[config.mk]
export PLATFORM = sky130hd
export DESIGN_NAME = fvsq_ctrl
export DESIGN_NICKNAME = d
export VERILOG_FILES = /design/src/sv/fvsq_pkg.sv /design/src/sv/fvsq_ctrl.sv
export SDC_FILE = /design/constraint.sdc
export NUM_CORES = 1
export LEC_CHECK = 0
export ABC_CLOCK_PERIOD_IN_PS = 1970
export BUFFER_PORTS_ARGS = -buffer_cell sky130_fd_sc_hd__buf_2
export CAP_MARGIN = 20
export CORE_ASPECT_RATIO = 1.4
export CORE_MARGIN = 2
export CORE_UTILIZATION = 45
export CTS_CLUSTER_SIZE = 40
export DETAILED_ROUTE_END_ITERATION = 6
export GPL_ROUTABILITY_DRIVEN = 0
export PLACE_DENSITY = 0.76
export SYNTH_ARGS = -nofsm -noshare
export SYNTH_HDL_FRONTEND = slang
export SYNTH_SLANG_ARGS = --single-unit
[constraint.sdc]
create_clock -name i_clk -period 1.97 [get_ports i_clk]
set_input_delay 0.394 -clock i_clk [delete_from_list [all_inputs] [get_ports i_clk]]
set_output_delay 0.394 -clock i_clk [all_outputs]
set_load 0.03 [all_outputs]
[src/sv/fvsq_pkg.sv]
// fvsq_pkg: types, constants and helpers for the four voice square sequencer
// no dependencies
package fvsq_pkg;

    localparam int TRACKS       = 4;
    localparam int SONG_BYTES   = 4096;
    localparam int DECAY_PERIOD = 384;
    localparam int AW           = $clog2(SONG_BYTES);
    localparam int TW           = (TRACKS > 1) ? $clog2(TRACKS) : 1;
    localparam int CFG_IW       = 3;
    localparam int CFG_DW       = 16;

    localparam logic [CFG_IW-1:0] REG_STEP_PERIOD = 3'd0;
    localparam logic [CFG_IW-1:0] REG_LOOP_ENABLE = 3'd1;
    localparam logic [CFG_IW-1:0] REG_TRACK_COUNT = 3'd2;
    localparam logic [CFG_IW-1:0] REG_TRACK_START0 = 3'd3;
    localparam logic [CFG_IW-1:0] REG_TRACK_START1 = 3'd4;
    localparam logic [CFG_IW-1:0] REG_TRACK_START2 = 3'd5;
    localparam logic [CFG_IW-1:0] REG_TRACK_START3 = 3'd6;

    localparam logic [1:0] CMD_TICK  = 2'd0;
    localparam logic [1:0] CMD_WRITE = 2'd1;
    localparam logic [1:0] CMD_START = 2'd2;
    localparam logic [1:0] CMD_STOP  = 2'd3;

    typedef struct packed {
        logic [1:0]  command;
        logic [11:0] address;
        logic [7:0]  data;
    } t_in_beat;

    typedef struct packed {
        logic [7:0] level;
        logic       playing;
        logic       ended;
    } t_out_beat;

    typedef enum logic [3:0] {
        S_IDLE, S_DISPATCH, S_LOAD, S_LOADWAIT, S_SVC, S_READ, S_PARSE,
        S_NOTE, S_NOTEWAIT, S_MIX, S_DONE, S_OUT
    } t_state;

    // controller to datapath commands
    typedef struct packed {
        logic clear_voices;
        logic load_init;     // set step/decay counters, zero countdowns
        logic load_ptr;      // load pointer of track r_trk, issue read
        logic load_cur;      // current byte from read data
        logic step_dec;      // decrement step counter
        logic svc_count;     // countdown check/decrement
        logic parse;         // apply current byte, advance pointer, read
        logic take_byte;     // current byte = read data
        logic note;          // apply note from current byte
        logic note_adv;      // advance pointer, read
        logic step_reload;
        logic mix;
        logic stop;
        logic run_on;
        logic out_load;
    } t_cmd;

    typedef struct packed {
        logic       svc_hit;     // step counter below track count
        logic       go_parse;    // countdown was zero and byte nonzero
        logic       is_note;
        logic       is_end;
        logic       runaway;
        logic       running;
        logic       loop_on;     // loop enable register
        logic [TW-1:0] svc_trk;
    } t_sts;

    function automatic logic [10:0] base_period(input logic [3:0] p);
        unique case (p)
            4'd0: return 11'd1911;  4'd1: return 11'd1804;
            4'd2: return 11'd1703;  4'd3: return 11'd1607;
            4'd4: return 11'd1517;  4'd5: return 11'd1432;
            4'd6: return 11'd1351;  4'd7: return 11'd1276;
            4'd8: return 11'd1204;  4'd9: return 11'd1136;
            4'd10: return 11'd1073; 4'd11: return 11'd1012;
            default: return 11'd0;
        endcase
    endfunction

endpackage

[src/sv/fvsq_ctrl.sv]
// fvsq_ctrl: sequencing state machine for one input beat
// depends on fvsq_pkg
module fvsq_ctrl (
    input  logic              i_clk,
    input  logic              i_rst_n,
    input  logic              i_in_valid,
    output logic              o_in_ready,
    input  logic [1:0]        i_command,
    input  logic              i_out_ready,
    output logic              o_out_valid,
    input  fvsq_pkg::t_sts    i_sts,
    output fvsq_pkg::t_cmd    o_cmd,
    output logic              o_mem_we,
    output logic [fvsq_pkg::TW-1:0] o_trk,
    output logic              o_ended
);
    import fvsq_pkg::*;

    t_state r_state, n_state;
    logic [1:0] r_cmd;
    logic [TW-1:0] r_trk, n_trk;
    logic r_ended, n_ended;
    logic r_oval, n_oval;

    // the serviced track is selected straight from the step counter
    assign o_trk = (r_state == S_SVC) ? i_sts.svc_trk : r_trk;
    assign o_ended = r_ended;
    assign o_out_valid = r_oval;
    // new beat only when the result slot is free or leaving
    assign o_in_ready = (r_state == S_IDLE) && (!r_oval || i_out_ready);
    assign o_mem_we = i_in_valid && o_in_ready && (i_command == CMD_WRITE);

    always_ff @(posedge i_clk) begin
        if (!i_rst_n) begin
            r_state <= S_IDLE;
            r_trk <= '0;
            r_ended <= 1'b0;
            r_oval <= 1'b0;
            r_cmd <= CMD_TICK;
        end else begin
            r_state <= n_state;
            r_trk <= n_trk;
            r_ended <= n_ended;
            r_oval <= n_oval;
            if (i_in_valid && o_in_ready) r_cmd <= i_command;
        end
    end

    // next state
    always_comb begin
        n_state = r_state;
        n_trk = r_trk;
        n_ended = r_ended;
        n_oval = r_oval;
        if (r_oval && i_out_ready) n_oval = 1'b0;
        unique case (r_state)
            S_IDLE: if (i_in_valid && o_in_ready) n_state = S_DISPATCH;
            S_DISPATCH: begin
                n_ended = 1'b0;
                n_trk = '0;
                priority case (r_cmd)
                    CMD_START: n_state = S_LOAD;
                    CMD_STOP: begin
                        n_ended = i_sts.running;
                        n_state = S_OUT;
                    end
                    CMD_TICK: n_state = i_sts.running ? S_SVC : S_OUT;
                    default: n_state = S_OUT;
                endcase
            end
            S_LOAD: n_state = S_LOADWAIT;
            S_LOADWAIT: begin
                if (r_trk == TW'(TRACKS - 1)) n_state = S_OUT;
                else begin
                    n_trk = r_trk + 1'b1;
                    n_state = S_LOAD;
                end
            end
            S_SVC: begin
                n_trk = i_sts.svc_trk;
                if (i_sts.svc_hit && i_sts.go_parse) n_state = S_PARSE;
                else n_state = S_MIX;
            end
            S_PARSE: begin
                if (i_sts.is_note) n_state = S_NOTE;
                else if (i_sts.is_end || i_sts.runaway) n_state = S_DONE;
                else n_state = S_READ;
            end
            S_READ: n_state = S_PARSE;
            S_NOTE: n_state = S_NOTEWAIT;
            S_NOTEWAIT: n_state = S_MIX;
            S_MIX: n_state = S_OUT;
            S_DONE: begin
                n_trk = '0;
                if (i_sts.loop_on) n_state = S_LOAD;
                else begin
                    n_ended = 1'b1;
                    n_state = S_OUT;
                end
            end
            S_OUT: begin
                n_oval = 1'b1;
                n_state = S_IDLE;
            end
            default: n_state = S_IDLE;
        endcase
    end

    // command outputs
    always_comb begin
        o_cmd = '0;
        unique case (r_state)
            S_DISPATCH: begin
                if (r_cmd == CMD_START) begin
                    o_cmd.clear_voices = 1'b1;
                    o_cmd.run_on = 1'b1;
                end
                if (r_cmd == CMD_STOP) o_cmd.stop = 1'b1;
                if (r_cmd == CMD_START) o_cmd.load_init = 1'b1;
                if (r_cmd == CMD_TICK && i_sts.running) o_cmd.step_dec = 1'b1;
            end
            S_LOAD: o_cmd.load_ptr = 1'b1;
            S_LOADWAIT: o_cmd.load_cur = 1'b1;
            S_SVC: begin
                o_cmd.svc_count = i_sts.svc_hit;
                o_cmd.step_reload = i_sts.svc_hit && !i_sts.go_parse;
            end
            // the last byte of a runaway walk still takes effect
            S_PARSE: o_cmd.parse = !i_sts.is_note && !i_sts.is_end;
            S_READ: o_cmd.take_byte = 1'b1;
            S_NOTE: o_cmd.note = 1'b1;
            S_NOTEWAIT: begin
                o_cmd.note_adv = 1'b1;
                o_cmd.step_reload = 1'b1;
            end
            S_MIX: o_cmd.mix = 1'b1;
            S_DONE: if (!i_sts.loop_on) o_cmd.stop = 1'b1;
                    else o_cmd.load_init = 1'b1;
            S_OUT: o_cmd.out_load = 1'b1;
            default: o_cmd = '0;
        endcase
    end
endmodule

# [Word-level counts from Yosys, hierarchy flattened]
# Index checks and enable logic that the tools add are counted.
[totals] mem_bits_ro=0 latchBits=0 regBits=10 ramBits=0 in_bits=15 n_memories=0
[op_classes] bitwise_logic=0 n_reduce_logical=22 addsub=1 eq_ne=18 n_lt_le_gt_ge=0 shift=0 n_div=0 mul=0 muxes=36
[op_table] operator="$pmux W4 S11" n=1
[op_table] operator="$mux W4" n=7
[op_table] operator="$mux W1" n=20
[op_table] operator="$eq A4 B3 Y1 const B" n=4
[op_table] operator="$eq A4 B4 Y1 const B" n=4
[op_table] operator="$eq A4 B2 Y1 const B" n=2
[op_table] operator="$logic_and A1 B1 Y1" n=8
[op_table] operator="$pmux W1 S2" n=4
[op_table] operator="$pmux W4 S2" n=1
[op_table] operator="$eq A2 B2 Y1 const B" n=3
[op_table] operator="$pmux W2 S3" n=1
[op_table] operator="$eq A4 B1 Y1 const B" n=1
[op_table] operator="$logic_not A1 Y1" n=4
[op_table] operator="$logic_not A4 Y1" n=1
[op_table] operator="$mux W2" n=2
[op_table] operator="$ne A2 B2 Y1 const B" n=2
[op_table] operator="$reduce_and A2 Y1" n=2
[op_table] operator="$reduce_bool A2 Y1" n=2
[op_table] operator="$reduce_bool A3 Y1" n=1
[op_table] operator="$add A2 B1 Y2 const B" n=1
[op_table] operator="$eq A2 B1 Y1 const B" n=1
[op_table] operator="$logic_not A2 Y1" n=1
[op_table] operator="$logic_or A1 B1 Y1" n=2
[op_table] operator="$ne A2 B1 Y1 const B" n=1
[op_table] operator="$reduce_or A2 Y1" n=1

# [Depth between registers and ports, before layout]
[logic_depth] depth_word=6 ltp_mapped=6 ltp_nobuf=5

# [Least setup slack after synthesis]
# Ideal clock, no wire load.
[synth_timing] kind="register to output" from="register r_state[2]" to="output o_mem_we" setup_slack_ns=-0.165 n_path_buf=1 arrival_time_ns=1.741 path_stages_with_launch=5 path_cell_list="dfxtp_1 buf_2 nor4_2 nand3_1 nor3b_1"
[synth_between] elab_chain_cells=4
[synth_rtl] element="from (decl)" line="fvsq_ctrl.sv:19" rtl="t_state r_state, n_state;"
[synth_rtl] element="from (signal assigned)" line="fvsq_ctrl.sv:41" rtl="r_state <= n_state;"
[synth_rtl] element="$logic_not A4 Y1" line="fvsq_ctrl.sv:30" rtl="assign o_in_ready = (r_state == S_IDLE) && (!r_oval || i_out_ready);"
[synth_rtl] element="$logic_and A1 B1 Y1" line="fvsq_ctrl.sv:30"
[synth_rtl] element="$logic_and A1 B1 Y1 (2 in a row)" line="fvsq_ctrl.sv:31" rtl="assign o_mem_we = i_in_valid && o_in_ready && (i_command == CMD_WRITE);"
[synth_rtl] element="to (decl)" line="fvsq_ctrl.sv:13" rtl="output logic o_mem_we,"
# No other way between the ends.

# [Worst setup path after layout]
[layout_timing] from="register r_state[2]" to="output o_trk[0] (netlist name)"
[layout_between] elab_chain_cells=2
[layout_rtl] element="$eq A4 B3 Y1" line="fvsq_ctrl.sv:26" rtl="assign o_trk = (r_state == S_SVC) ? i_sts.svc_trk : r_trk;"
[layout_rtl] element="$mux W2" line="fvsq_ctrl.sv:26"
[layout_rtl] element="to (decl)" line="fvsq_ctrl.sv:14" rtl="output logic [fvsq_pkg::TW-1:0] o_trk,"
# No other way between the ends.

==> results.yml <==
timing:
  fin_ws_ns: -0.00440
  finalCriticalPeriod_ns: 1.97
  post-route-period-util: 1.00
  max-slew-margin-rel: 0.701
  rsz0062_at_grt: "true"
  tns_ns: -0.00440
  hold_viol_final: 0
  worst_slew_pin_slew_ns: 0.443
  setup_viol: 1
  slew_violations: 0
  fmax_mhz: 506
  worst_clock_skew_ns: 0.00875
setup_path:
  regToRegStartpoint: "r_state[0]$_SDFFE_PN0P_"
  path_max_fanout: 11
  arrival_ns: 1.58
  cp-end-kind: "primary output"
  required_ns: 1.58
  crit_type: "reg -> out"
  reg2reg_slack_ns: 0.31
  start_kind: "flop"
  startpoint: "r_state[2]$_SDFFE_PN0P_"
  cp-endpoint: "o_trk[0]"
  r2r-end: "r_trk[0]$_SDFFE_PN0P_"
  rr_worst_depth: 7
layout:
  final_nets: 175
  final_cells: 178
  area_growth_pct: 50.2
  post-route-util: 0.730
  drive_above_1_share: 0.513
  antenna_cells: 0
  final_area_um2: 1300
logic_synthesis:
  async_reset_ff_frac: 0
  synth-simple-area-share: 0.363
  synth_compound_area_frac: 0.253
  synthCells: 108
  synth_area_um2: 865
  synthAdderAreaFrac: 0.0145
  synth-seq-cells: 10
  ys.flop_type: "dfxtp_1"
  ys_types: 45
  synth.avg_cell_area_um2: 8.01
  synth_edf_count: 0
  synthXorXnorAreaFrac: 0.0101
  syn-num-nets: 124
  seq_area_frac_synth: 0.232
  synth_warnings: 0
  muxShareOfSynthArea: 0.0492
  synth_top_family_by_area: "simple AND/OR/NAND/NOR gates"
die:
  start_util: 0.486
  die_y_um: 55.9
  dieArea_um2: 2290
  fp.dieW_um: 41.0
  ios: 36
  coreArea_um2: 1780
  num_rows: 18
drt:
  vias: 967
  wl_per_cell_um: 13.9
  finalWirelength_mm: 2.48
  ant_nets: 0
  first_iter_violations: 14
  drtPass1Iterations: 4
  via_per_inst: 5.43
  post-route-drc-count: 0
cts:
  cts_buffer_depth: 2
  cts_tree: "done"
  cts_sinks: 10
  insertion_delay_ns: 0.29
  cts_root_buffer: "clkbuf_4"
  cts_buffers: 3
  postCtsHoldBufs: 0
  cts-htree-levels: 1
  clk_pin_slew_worst_paths_ns: 0.08
grt:
  grtUsageMet2: 0.357
  track_usage: 0.223
  grt_max_degree: 16
  grt_first_pass_wirelength_mm: 3.75
  grt_util_met3: 0.0240
  antenna_found_initial: 0
  globalRouteMet1Util: 0.295
  grt_pass1_vias: 903
  grt_overflow_total: 0
  gr-max-usage-layer: "met2"
pwr:
  power_per_cell_area_nw_per_um2: 1320
  ir_drop_mv: 0.767
  leakagePower_uw: 0.000584
run:
  drv_cap: 0
place:
  dpl_cell_area_um2: 1090
  dp_hpwl_mm: 1.77
  dp_cells: 164
  pre_cts_ws_ns: 0.0823
  io_buffers: 35
worst_hold_path:
  hold_class: "in -> reg"
  hp-start: "i_command[1]"
run_status:
  failed_checks: "negative setup slack"
  outcome: "complete, but fails checks"
kinds of logic (layout without fill, tap and decap cells):
kind of cell / count (synthesis) / in the layout
AND/OR/NAND/NOR: 53 / 53
AO/OA/AOI/OAI: 27 / 27
buffers and inverters: 12 / 62
flip-flops: 10 / 10
multiplexers: 4 / 4
adder cells (fa/ha/maj): 1 / 1
XOR/XNOR: 1 / 1
routing by layer:
metal  up-vias  wire length (µm)
met1       442              1070
li1        501                 -
met5         -                 0
met4         0                30
met3         2                95
met2        22              1290
worst max-delay path, cell delays in order, from the launching register on:
cell	delay, ns
dfxtp_4	0.44
nor4b_4	0.32
mux2_1	0.35
buf_2	0.18
sequential cells by signal (all words and copies together), names as in the netlist:
name	flops
r_trk	2
r_cmd	2
o_out_valid	1
o_ended	1
r_state	4
synthesized netlist by cell type, types with 2 or more instances:
cell	n	area, µm²
mux2i_1	2	20.0
a31oi_1	2	12.5
inv_2	2	7.51
and2_1	3	18.8
nor2b_1	4	25.0
a32o_1	2	20.0
buf_4	3	22.5
buf_2	3	15.0
nand3b_1	2	15.0
or3_1	2	12.5
o21ai_1	3	15.0
o22ai_1	2	12.5
nand3_1	2	10.0
o31ai_1	2	15.0
nand2b_1	5	31.3
a21oi_1	3	15.0
nor2_1	10	37.5
a21o_1	2	15.0
inv_1	2	7.51
mux2_1	2	22.5
nor3b_1	2	15.0
dfxtp_1	10	200
nor3_1	6	30.0
nand2_1	11	41.3
power by group:
part           switching [µW]  internal (µW)  leakage, µW
combinational             591            537     0.000479
clock                    88.5            113    0.0000210
sequential                117            274    0.0000846
total                     796            923     0.000584
worst min-delay path by stage:
| stage | end | cells past startpoint |
|---|---|---|
| floorplan | r_trk[1]$_SDFFE_PN0P_ | 1 |
| global placement | o_ended$_SDFFE_PN0P_ | 1 |
| detailed placement | o_ended$_SDFFE_PN0P_ | 1 |
| CTS | r_cmd[0]$_SDFFE_PN0P_ | 3 |
| global route | o_ended$_SDFFE_PN0P_ | 2 |
| finish | r_cmd[1]$_SDFFE_PN0P_ | 3 |
cell type report:
cell class,instances,area (µm²)
well taps,20,25.0
clock buffers,4,36.3
multi-input cells,86,653
fillers,133,480
repair buffers,54,354
flip-flops and latches,10,215
inverters,4,15.0
through the flow:
| stage | power [µW] | hold WS (ns) |
|---|---|---|
| 2_1_floorplan | 1030 | 0.488 |
| 3_3_place_gp | 1250 | 0.501 |
| 3_5_place_dp | 1280 | 0.536 |
| 4_1_cts | 1550 | 0.416 |
| 5_1_grt | 1830 | 0.430 |
| 6_report | 1720 | 0.397 |
repair_timing:
item	CTS	global route
setup endpoints to repair	12	11
buffers inserted	3	7
hold endpoints to repair	0	0
pin swaps	5	4
resized for setup	12	19
placed cells by master (no fill, tap or decap), drive strengths merged, types with 3 or more instances in the layout:
cell type	instances
buf	54
nand2	11
nor2	10
dfxtp	10
nor3	7
nand2b	5
inv	4
o21ai	4
nor2b	4
clkbuf	4
and2	3
a21oi	3
nor3b	3
(Power assumes the default switching activity.)
